<file path="src/design/rol_pkg.sv">
`timescale 1ns / 1ps
// ----------------------------------------------------------------------------
// rol_pkg
// Shared types and constants of the range owner lookup block.
// ----------------------------------------------------------------------------
package rol_pkg;

   localparam int MAX_RANKS   = 16;
   localparam int INDEX_BITS  = 40;
   localparam int RANK_BITS   = 4;
   localparam int COUNT_BITS  = 5;

   localparam int QUEUE_DEPTH = 2;
   localparam int QPTR_BITS   = 1;
   localparam int QCOUNT_BITS = 2;

   typedef enum logic {
      KIND_LOAD   = 1'b0,
      KIND_LOOKUP = 1'b1
   } kind_type;

   typedef enum logic [1:0] {
      ST_IDLE   = 2'd0,
      ST_SCAN   = 2'd1,
      ST_FINISH = 2'd2
   } back_state_type;

   // key_a: range start for a load, query index for a lookup
   typedef struct packed {
      kind_type               kind;
      logic [RANK_BITS-1:0]   slot;
      logic [INDEX_BITS-1:0]  key_a;
      logic [INDEX_BITS-1:0]  key_b;
   } cmd_type;

endpackage

</file>
<file path="src/design/range_owner_lookup.sv">
`timescale 1ns / 1ps
// ----------------------------------------------------------------------------
// range_owner_lookup
// Owner lookup over a table of half-open index ranges, one per rank.
// ----------------------------------------------------------------------------
// A load (req_op 0) writes one rank's range and gives no result. A lookup
// (req_op 1) occupies the back end while it scans the table one entry per
// cycle over min(rank_count, 16) entries (none with a count of 0) and then
// passes through a finish state; the result strobe follows in the cycle
// after that state. Commands wait in a two-entry queue; busy is high while
// it is full. Each result is shown for exactly one cycle with rsp_valid and
// cannot be held off by the receiver. rank_count must be written through
// csr_* only while the block is idle; the block itself does not enforce it.
// ----------------------------------------------------------------------------
module range_owner_lookup (
   input  logic                            clock,
   input  logic                            reset,
   input  logic                            start,
   output logic                            busy,
   input  logic                            req_op,
   input  logic [rol_pkg::RANK_BITS-1:0]   req_slot,
   input  logic [rol_pkg::INDEX_BITS-1:0]  req_range_start,
   input  logic [rol_pkg::INDEX_BITS-1:0]  req_range_end,
   input  logic [rol_pkg::INDEX_BITS-1:0]  req_query_index,
   input  logic                            csr_valid,
   output logic                            csr_ready,
   input  logic [rol_pkg::COUNT_BITS-1:0]  csr_data,
   output logic                            rsp_valid,
   output logic [rol_pkg::RANK_BITS-1:0]   rsp_owner_rank,
   output logic [rol_pkg::INDEX_BITS-1:0]  rsp_local_offset,
   output logic                            rsp_found
);

   logic             head_valid;
   rol_pkg::cmd_type head_cmd;
   logic             pop;

   rol_front u_front (
      .clock           (clock),
      .reset           (reset),
      .start           (start),
      .busy            (busy),
      .req_op          (req_op),
      .req_slot        (req_slot),
      .req_range_start (req_range_start),
      .req_range_end   (req_range_end),
      .req_query_index (req_query_index),
      .pop             (pop),
      .head_valid      (head_valid),
      .head_cmd        (head_cmd)
   );

   rol_back u_back (
      .clock            (clock),
      .reset            (reset),
      .head_valid       (head_valid),
      .head_cmd         (head_cmd),
      .pop              (pop),
      .csr_valid        (csr_valid),
      .csr_ready        (csr_ready),
      .csr_data         (csr_data),
      .rsp_valid        (rsp_valid),
      .rsp_owner_rank   (rsp_owner_rank),
      .rsp_local_offset (rsp_local_offset),
      .rsp_found        (rsp_found)
   );

endmodule

</file>
<file path="src/design/rol_front.sv">
`timescale 1ns / 1ps
// ----------------------------------------------------------------------------
// rol_front
// Accepts commands, classifies them and holds them in a short queue.
// ----------------------------------------------------------------------------
module rol_front (
   input  logic                            clock,
   input  logic                            reset,
   input  logic                            start,
   output logic                            busy,
   input  logic                            req_op,
   input  logic [rol_pkg::RANK_BITS-1:0]   req_slot,
   input  logic [rol_pkg::INDEX_BITS-1:0]  req_range_start,
   input  logic [rol_pkg::INDEX_BITS-1:0]  req_range_end,
   input  logic [rol_pkg::INDEX_BITS-1:0]  req_query_index,
   input  logic                            pop,
   output logic                            head_valid,
   output rol_pkg::cmd_type                head_cmd
);

   logic [rol_pkg::QCOUNT_BITS-1:0] count_ff, count_in;
   logic [rol_pkg::QPTR_BITS-1:0]   wr_ptr_ff, wr_ptr_in;
   logic [rol_pkg::QPTR_BITS-1:0]   rd_ptr_ff, rd_ptr_in;
   rol_pkg::cmd_type                entry_ff [rol_pkg::QUEUE_DEPTH];
   rol_pkg::cmd_type                new_cmd;
   logic                            push;
   logic                            do_pop;

   always_comb begin
      new_cmd.kind  = req_op ? rol_pkg::KIND_LOOKUP : rol_pkg::KIND_LOAD;
      new_cmd.slot  = req_slot;
      new_cmd.key_a = req_op ? req_query_index : req_range_start;
      new_cmd.key_b = req_range_end;
   end

   assign busy       = (count_ff == rol_pkg::QCOUNT_BITS'(rol_pkg::QUEUE_DEPTH));
   assign push       = start && !busy;
   assign head_valid = (count_ff != '0);
   assign head_cmd   = entry_ff[rd_ptr_ff];
   assign do_pop     = pop && head_valid;

   always_comb begin
      wr_ptr_in = push   ? wr_ptr_ff + 1'b1 : wr_ptr_ff;
      rd_ptr_in = do_pop ? rd_ptr_ff + 1'b1 : rd_ptr_ff;
      count_in  = count_ff;
      if (push && !do_pop) begin
         count_in = count_ff + 1'b1;
      end else if (do_pop && !push) begin
         count_in = count_ff - 1'b1;
      end
   end

   always_ff @(posedge clock) begin
      if (reset) begin
         count_ff  <= '0;
         wr_ptr_ff <= '0;
         rd_ptr_ff <= '0;
      end else begin
         count_ff  <= count_in;
         wr_ptr_ff <= wr_ptr_in;
         rd_ptr_ff <= rd_ptr_in;
      end
   end

   always_ff @(posedge clock) begin
      if (push) begin
         entry_ff[wr_ptr_ff] <= new_cmd;
      end
   end

   a_count_bound: assert property (@(posedge clock) disable iff (reset)
      count_ff <= rol_pkg::QCOUNT_BITS'(rol_pkg::QUEUE_DEPTH))
      else $error("queue count above depth");

   a_full_holds: assert property (@(posedge clock) disable iff (reset)
      (busy && !pop) |=> busy)
      else $error("full queue lost an entry without a pop");

endmodule

</file>
<file path="src/design/rol_back.sv">
`timescale 1ns / 1ps
// ----------------------------------------------------------------------------
// rol_back
// Holds the range table and the rank count, executes loads and scans the
// table for lookups, one entry per cycle.
// ----------------------------------------------------------------------------
module rol_back (
   input  logic                            clock,
   input  logic                            reset,
   input  logic                            head_valid,
   input  rol_pkg::cmd_type                head_cmd,
   output logic                            pop,
   input  logic                            csr_valid,
   output logic                            csr_ready,
   input  logic [rol_pkg::COUNT_BITS-1:0]  csr_data,
   output logic                            rsp_valid,
   output logic [rol_pkg::RANK_BITS-1:0]   rsp_owner_rank,
   output logic [rol_pkg::INDEX_BITS-1:0]  rsp_local_offset,
   output logic                            rsp_found
);

   rol_pkg::back_state_type state_ff, state_in;

   logic [rol_pkg::COUNT_BITS-1:0] count_ff, count_in;
   logic [rol_pkg::INDEX_BITS-1:0] start_ff [rol_pkg::MAX_RANKS];
   logic [rol_pkg::INDEX_BITS-1:0] end_ff   [rol_pkg::MAX_RANKS];

   logic [rol_pkg::RANK_BITS-1:0]  scan_idx_ff, scan_idx_in;
   logic [rol_pkg::RANK_BITS-1:0]  last_idx_ff, last_idx_in;
   logic [rol_pkg::INDEX_BITS-1:0] query_ff, query_in;
   logic                           have_ff, have_in;
   logic [rol_pkg::RANK_BITS-1:0]  best_rank_ff, best_rank_in;
   logic [rol_pkg::INDEX_BITS-1:0] best_end_ff, best_end_in;
   logic [rol_pkg::INDEX_BITS-1:0] best_start_ff, best_start_in;

   logic                           rsp_valid_ff, rsp_valid_in;
   logic [rol_pkg::RANK_BITS-1:0]  rsp_owner_ff, rsp_owner_in;
   logic [rol_pkg::INDEX_BITS-1:0] rsp_offset_ff, rsp_offset_in;
   logic                           rsp_found_ff, rsp_found_in;

   logic                           take_load;
   logic                           take_lookup;
   logic                           count_zero;
   logic                           scan_last;
   logic [rol_pkg::INDEX_BITS-1:0] cur_start;
   logic [rol_pkg::INDEX_BITS-1:0] cur_end;
   logic                           cur_hit;
   logic                           finish_found;

   assign csr_ready  = 1'b1;
   assign count_zero = (count_ff == '0);
   assign scan_last  = (scan_idx_ff == last_idx_ff);

   // next state
   always_comb begin
      state_in = state_ff;
      unique case (state_ff)
         rol_pkg::ST_IDLE: begin
            if (head_valid && head_cmd.kind == rol_pkg::KIND_LOOKUP) begin
               state_in = count_zero ? rol_pkg::ST_FINISH : rol_pkg::ST_SCAN;
            end
         end
         rol_pkg::ST_SCAN: begin
            if (scan_last) begin
               state_in = rol_pkg::ST_FINISH;
            end
         end
         rol_pkg::ST_FINISH: begin
            state_in = rol_pkg::ST_IDLE;
         end
         default: begin
            state_in = rol_pkg::ST_IDLE;
         end
      endcase
   end

   // outputs of the state machine
   always_comb begin
      pop          = 1'b0;
      take_load    = 1'b0;
      take_lookup  = 1'b0;
      rsp_valid_in = 1'b0;
      unique case (state_ff)
         rol_pkg::ST_IDLE: begin
            pop         = head_valid;
            take_load   = head_valid && head_cmd.kind == rol_pkg::KIND_LOAD;
            take_lookup = head_valid && head_cmd.kind == rol_pkg::KIND_LOOKUP;
         end
         rol_pkg::ST_SCAN: begin
         end
         rol_pkg::ST_FINISH: begin
            rsp_valid_in = 1'b1;
         end
         default: begin
         end
      endcase
   end

   // datapath
   always_comb begin
      cur_start = start_ff[scan_idx_ff];
      cur_end   = end_ff[scan_idx_ff];
      cur_hit   = (cur_start != cur_end) && (cur_end > query_ff);

      count_in      = csr_valid ? csr_data : count_ff;
      scan_idx_in   = scan_idx_ff;
      last_idx_in   = last_idx_ff;
      query_in      = query_ff;
      have_in       = have_ff;
      best_rank_in  = best_rank_ff;
      best_end_in   = best_end_ff;
      best_start_in = best_start_ff;

      if (take_lookup) begin
         query_in    = head_cmd.key_a;
         scan_idx_in = '0;
         have_in     = 1'b0;
         if (count_ff > rol_pkg::COUNT_BITS'(rol_pkg::MAX_RANKS)) begin
            last_idx_in = rol_pkg::RANK_BITS'(rol_pkg::MAX_RANKS - 1);
         end else begin
            last_idx_in = rol_pkg::RANK_BITS'(count_ff - 1'b1);
         end
      end else if (state_ff == rol_pkg::ST_SCAN) begin
         scan_idx_in = scan_idx_ff + 1'b1;
         if (cur_hit && (!have_ff || cur_end < best_end_ff)) begin
            have_in       = 1'b1;
            best_rank_in  = scan_idx_ff;
            best_end_in   = cur_end;
            best_start_in = cur_start;
         end
      end

      finish_found  = have_ff && (query_ff >= best_start_ff);
      rsp_found_in  = finish_found;
      rsp_owner_in  = finish_found ? best_rank_ff : '0;
      rsp_offset_in = finish_found ? query_ff - best_start_ff : '0;
   end

   always_ff @(posedge clock) begin
      if (reset) begin
         state_ff     <= rol_pkg::ST_IDLE;
         count_ff     <= rol_pkg::COUNT_BITS'(1);
         rsp_valid_ff <= 1'b0;
      end else begin
         state_ff     <= state_in;
         count_ff     <= count_in;
         rsp_valid_ff <= rsp_valid_in;
      end
   end

   always_ff @(posedge clock) begin
      scan_idx_ff   <= scan_idx_in;
      last_idx_ff   <= last_idx_in;
      query_ff      <= query_in;
      have_ff       <= have_in;
      best_rank_ff  <= best_rank_in;
      best_end_ff   <= best_end_in;
      best_start_ff <= best_start_in;
      if (rsp_valid_in) begin
         rsp_owner_ff  <= rsp_owner_in;
         rsp_offset_ff <= rsp_offset_in;
         rsp_found_ff  <= rsp_found_in;
      end
   end

   always_ff @(posedge clock) begin
      if (take_load) begin
         start_ff[head_cmd.slot] <= head_cmd.key_a;
         end_ff[head_cmd.slot]   <= head_cmd.key_b;
      end
   end

   assign rsp_valid        = rsp_valid_ff;
   assign rsp_owner_rank   = rsp_owner_ff;
   assign rsp_local_offset = rsp_offset_ff;
   assign rsp_found        = rsp_found_ff;

   a_finish_strobe: assert property (@(posedge clock) disable iff (reset)
      (state_ff == rol_pkg::ST_FINISH) |=> rsp_valid_ff)
      else $error("lookup finished without a result strobe");

   a_strobe_source: assert property (@(posedge clock) disable iff (reset)
      rsp_valid_ff |-> $past(state_ff) == rol_pkg::ST_FINISH)
      else $error("result strobe without a finished lookup");

   a_miss_zero: assert property (@(posedge clock) disable iff (reset)
      (rsp_valid_ff && !rsp_found_ff) |-> (rsp_owner_ff == '0 && rsp_offset_ff == '0))
      else $error("miss result carries nonzero fields");

   a_scan_bound: assert property (@(posedge clock) disable iff (reset)
      (state_ff == rol_pkg::ST_SCAN) |-> (scan_idx_ff <= last_idx_ff))
      else $error("scan index beyond entries in use");

   a_no_pop_busy: assert property (@(posedge clock) disable iff (reset)
      (state_ff != rol_pkg::ST_IDLE) |-> !pop)
      else $error("queue popped while a lookup is in progress");

endmodule

</file>
<file path="config.mk">
export PLATFORM = sky130hd
export DESIGN_NAME = range_owner_lookup
export DESIGN_NICKNAME = d
export VERILOG_FILES = /design/src/design/rol_pkg.sv /design/src/design/range_owner_lookup.sv /design/src/design/rol_front.sv /design/src/design/rol_back.sv
export SDC_FILE = /design/constraint.sdc
export NUM_CORES = 1
export LEC_CHECK = 0
export BUFFER_PORTS_ARGS = -buffer_cell sky130_fd_sc_hd__buf_2
export CAP_MARGIN = 5
export CORE_ASPECT_RATIO = 0.5
export CORE_MARGIN = 3
export CORE_UTILIZATION = 56
export CTS_CLUSTER_DIAMETER = 50
export DETAILED_ROUTE_END_ITERATION = 8
export PLACE_DENSITY_LB_ADDON = 0.08
export RECOVER_POWER = 25
export SYNTH_ARGS = -nofsm -noshare
export SYNTH_HDL_FRONTEND = slang
export SYNTH_HIERARCHICAL = 1
export SYNTH_SLANG_ARGS = --single-unit
</file>
<file path="constraint.sdc">
create_clock -name clock -period 7.3 [get_ports clock]
set_clock_uncertainty 0.15 [all_clocks]
set_input_delay 0 -clock clock [delete_from_list [all_inputs] [get_ports clock]]
set_output_delay 0 -clock clock [all_outputs]
set_load 0.05 [all_outputs]
</file>
# Word level (Yosys, flattened, before mapping)
# Memory sizes are Yosys's and may differ from the RTL's. A register that Yosys moved wholly into a read port is not among the register bits.
# Cells that the tools add are included.
# op_classes
n_addsub,7
magnitude_cmp,4
eq_ne,7
n_mux,22
bitwise,2
n_reduce_logical,21
# ops
op,count
greater-or-equal comparator 40 bit,1
> comparator 40 bit,1
< comparator 40 bit,1
2-to-1 mux 40 bit,1
!= test 40 bit,1
subtractor 40 bit,1
2-to-1 mux 4 bit,4
2-to-1 mux 1 bit,11
2-to-1 mux 2 bit,5
logical AND 1 bit,9
"> comparator 5 bit, second input constant",1
logical NOT 5 bit,1
"adder 4 x 1 -> 4 bit, second input constant",1
"equality test 2 bit, second input constant",2
equality test 4 bit,1
logical NOT 1 bit,4
"!= test 2 x 1 -> 1 bit, second input constant",2
case mux 2 bit (2 select lines),1
AND reduction 2 bit,2
nonzero test 2 bit,2
"subtractor 4 x 1 -> 4 bit, second input constant",1
AND reduction 3 bit,1
"adder 1 bit, second input constant",2
"adder 2 x 1 -> 2 bit, second input constant",1
other kinds (5),6
# totals
register_bits,190
ramBits,1450
in_bits,134
wordCells,82
n_memories,3
# mem_list
memory,depth,word_bits,read_ports,rd_clocked_by_memory_dff,wr,line,text
u_back.end_ff,16,40,1,1,1,rol_back.sv:26,logic [rol_pkg::INDEX_BITS-1:0] end_ff [rol_pkg::MAX_RANKS];
u_back.start_ff,16,40,1,1,1,rol_back.sv:25,logic [rol_pkg::INDEX_BITS-1:0] start_ff [rol_pkg::MAX_RANKS];
u_front.entry_ff,2,85,1,1,1,rol_front.sv:24,rol_pkg::cmd_type entry_ff [rol_pkg::QUEUE_DEPTH];

# Depth between registers and ports, before layout
# depth
word_depth,7
depth_mapped,19

# By module
# The synthesis kept the hierarchy.
# by_module_without_submodules
mod,n_inst,cells_each,area_per_inst_um2,seq_area_each_um2
rol_back,1,3076,59334.4,43972.2
rol_front,1,333,6831.6,5205.0

# Least setup slack after synthesis
# OpenSTA, ideal clock, no wires.
# synth_path
kind,register to register
from,reg (tool-made name)
to,reg u_back/best_end_ff[0] (netlist bit) (enable)
setup_time_ns,0.537
arrival_time_ns,7.290
required_ns,6.613
path_slack_ns,-0.677
path_stages_with_launch,15
cell_sequence,dfxtp_1 -> buf_2 -> clkbuf_1 -> clkbuf_1 -> mux4_2 -> mux4_2 -> ha_1 -> nand4_1 -> or2_2 -> nor4_1 -> nand4_1 -> o21bai_1 -> a31oi_1 -> o21ai_1 -> nor2b_1
# synth_rtl
element,line,text
end signal: assignment,rol_back.sv:157,best_end_ff <= best_end_in;
end: declaration,rol_back.sv:33,"logic [rol_pkg::INDEX_BITS-1:0] best_end_ff, best_end_in;"

==> flow_metrics.tcl <==
set metrics [dict create \
    outcome "complete, but fails checks" \
    violations "max-capacitance violations, max-slew violations" \
    syn_area_mm2 0.0662 \
    vdd_drop_max_mv 0.278 \
    grtUsageTotal_pct 28.2 \
    synth_edf_count 1623 \
    grt_max_degree 83 \
    grt_pass1_vias 35500 \
    final_cells 5622 \
    drv_cap 6 \
    areaGrowthSynthToFinish_pct 15.6 \
    core_area_mm2 0.116 \
    final_nets 4196 \
    p_per_area_mw_per_mm2 353 \
    io_pins 182 \
    hp-start "req_range_start[38]" \
    antenna_found_initial 5 \
    ys_ff_latch 1645 \
    synth_nets 3666 \
    finalHoldViolCount 0 \
    cts_made_buffers 142 \
    synth_warnings 6 \
    cts_setup_buffers 0 \
    hp-class "input port to flip-flop" \
    dr.pass1.iters 5 \
    overflow 0 \
    reg2reg_depth 6 \
    slowest_stage "clkbuf_1" \
    die-width_um 492 \
    fin_worst_hold_slack_ns 0.164 \
    critical_path_arrival_ns 6.40 \
    fmax_mhz 162 \
    cts_tree "yes" \
    setup_violations 0 \
    num_vias 35400 \
    start_util_pct 56.9 \
    final_cell_mix "edfxtp_1 (1623), mux4_2 (300), dlygate4sd3_1 (273)" \
    leakage_nw 25.4 \
    crit_chain "clkbuf_1, mux2_2, nor2_1, nand3b_1, nor2_4, buf_12" \
    finalSetupTns_ns 0 \
    h-tree-depth 4 \
    drt_iter0_drc 3964 \
    path_delay_family "buffers and inverters" \
    detail-route-antenna-nets 0 \
    insertion_delay_ns 0.77 \
    clk_pin_slew_ns 0.07 \
    num_rows 88 \
    dieArea_mm2 0.123 \
    crit_buf_inv 2 \
    place.gp.congestion 0.897 \
    path_max_fanout 57 \
    worst_pin_slew_ns 3.94 \
    clock-sinks 1645 \
    criticalPathCategory "flip-flop to flip-flop" \
    maxSlewViolCount 249 \
    cts_root_buf "clkbuf_16" \
    clockBufferDepth 3 \
    wl_per_cell_um 30.6 \
    worst_setup_path_start_kind "flip-flop" \
    viasPerCell 6.30 \
    min_path_cells 3 \
    async_flop_share_pct 0 \
    required_ns 7.54 \
    ctsResizeCount 0 \
    drive_gt1_share_pct 20.3 \
    regArea_mm2 0.0492 \
    period_needed_ns 6.16 \
    synth_seq_area_share_pct 74.3 \
    mostFrequentLayoutCell "edfxtp_1" \
    yosysUniqueCellTypes 64 \
    relSlewSlack_pct -163 \
    dp_hpwl_um 97800 \
    ys.flop_type "edfxtp_1" \
    path_depth 6 \
    end_kind "flip-flop" \
    num-fill-cells 7864 \
    fin_crit_sh_pct 84.4 \
    wirelength_um 172000 \
    rsz0062_at_grt "false" \
    chipHeight_um 249 \
    io_buffers 180 \
    syn_inst 3409 \
    slowest_delay_ns 2.07 \
    multi_input_area_mm2 0.0158 \
    drc 0 \
    place_inst 5097 \
    synth.avg_cell_area_um2 19.4 \
    grt_pass1_wl_um 249000 \
]
-- report_power, final --
group | switching [mW] | internal (mW) | total [mW]
registers | 0.339 | 12.0 | 12.3
logic | 4.57 | 2.56 | 7.13
clock network | 3.40 | 4.14 | 7.54
total | 8.31 | 18.7 | 27.0
-- per-stage QoR --
step                      setup slack [ns]  instance area (um^2)  util (%)  power (mW)
after floorplan                      0.957                 66200         -        17.1
after global placement                1.23                 69300      59.6        19.4
after detailed placement              1.32                 69300      59.6        19.5
after CTS                             1.30                 76600      65.8        27.2
after global routing                 0.810                 76500      65.8        28.1
final                                 1.14                 76500      65.8        27.0
-- synth_stat cells (all sizes together), types with 3 or more instances --
cell / count / area [um^2]
and3: 9 / 56.3
xor2: 55 / 482
o22ai: 3 / 18.8
o21ai: 66 / 330
o21a: 11 / 82.6
nand3: 22 / 110
xnor2: 25 / 219
nand3b: 3 / 22.5
a22oi: 103 / 773
ha: 122 / 1530
buf: 85 / 603
mux2i: 72 / 721
o31ai: 3 / 22.5
dfxtp: 22 / 440
nor3b: 4 / 30.0
inv: 145 / 544
o211ai: 6 / 45.0
a21oi: 76 / 380
o41ai: 3 / 33.8
and2: 12 / 75.1
nand2: 117 / 439
nand4: 25 / 156
mux4: 300 / 6760
a31oi: 9 / 56.3
a211oi: 15 / 113
a2111oi: 3 / 26.3
nor3: 22 / 110
a21boi: 3 / 22.5
or2: 4 / 25.0
nor2b: 25 / 159
nor4: 11 / 68.8
a221oi: 32 / 280
edfxtp: 1623 / 48700
or3: 6 / 37.5
mux2: 125 / 1410
clkbuf: 58 / 218
o2111ai: 3 / 26.3
nor2: 97 / 364
nand2b: 12 / 75.1
o21bai: 9 / 67.6
a21o: 44 / 330
-- cells by family (layout without fill, tap and decap cells) --
kind of cell,after synthesis,count (layout),share of synthesized area (%)
AOI/OAI and AO/OA,400,400,4.10
xor gates and xnor gates,80,80,1.06
adders and majority gates,123,123,2.34
buffers and inverters,289,925,2.07
DFF,1645,1645,74.3
muxes,497,497,13.4
other,1,3,0.00567
and+or+nand+nor,374,374,2.68
-- metal layers --
metal  global-route usage [%]  wire length, um  up-vias
li1                         -                -    14900
met1                     44.1            76500    18900
met2                     42.5            79400     1420
met3                     4.49            13000      209
met4                     6.37             2880        2
met5                        0               11        -
-- worst register-to-register path: stages, from the launching register on --
cell,delay [ns]
dfxtp_1,0.87
clkbuf_1,2.07
mux2_2,0.55
nor2_1,0.21
nand3b_1,0.36
nor2_4,0.99
buf_12,0.44
-- registers in the layout (all words and copies together) (netlist names), named ones only --
name,cells
u_back/best_end_ff,40
u_back/best_rank_ff,4
u_back/best_start_ff,40
u_back/count_ff,5
u_back/end_ff,640
u_back/have_ff,1
u_back/last_idx_ff,4
u_back/query_ff,40
u_back/rsp_found,1
u_back/rsp_local_offset,40
u_back/rsp_owner_rank,4
u_back/rsp_valid,1
u_back/scan_idx_ff,4
u_back/start_ff,640
u_back/state_ff,2
u_front/count_ff,2
u_front/entry_ff,170
u_front/rd_ptr_ff,1
u_front/wr_ptr_ff,1
-- cell type report --
cell class | count | share of cell area [%]
diodes | 2 | 0.00654
well taps | 1575 | 2.58
repair buffers | 529 | 5.77
multi-input cells | 1475 | 20.7
flip-flops and latches | 1645 | 64.3
clock inverters | 76 | 1.01
inverters | 146 | 0.718
clock buffers | 174 | 4.94
-- worst paths after layout --
| check | end | slack [ns] |
|---|---|---|
| min | u_front/entry_ff[0][78] | 0.16 |
| min reg2reg | u_front/wr_ptr_ff | 0.34 |
| max reg2reg | u_back/end_ff[10][28] | 1.14 |
| max | u_back/end_ff[10][28] | 1.14 |
-- repair_timing --
action | 4_1_cts | 5_1_grt
hold buffers | 273 | 0
endpoints found under the hold margin | 261 | 0
setup endpoints to repair | 0 | 0
Note: power is estimated with default switching activity, not from simulation.
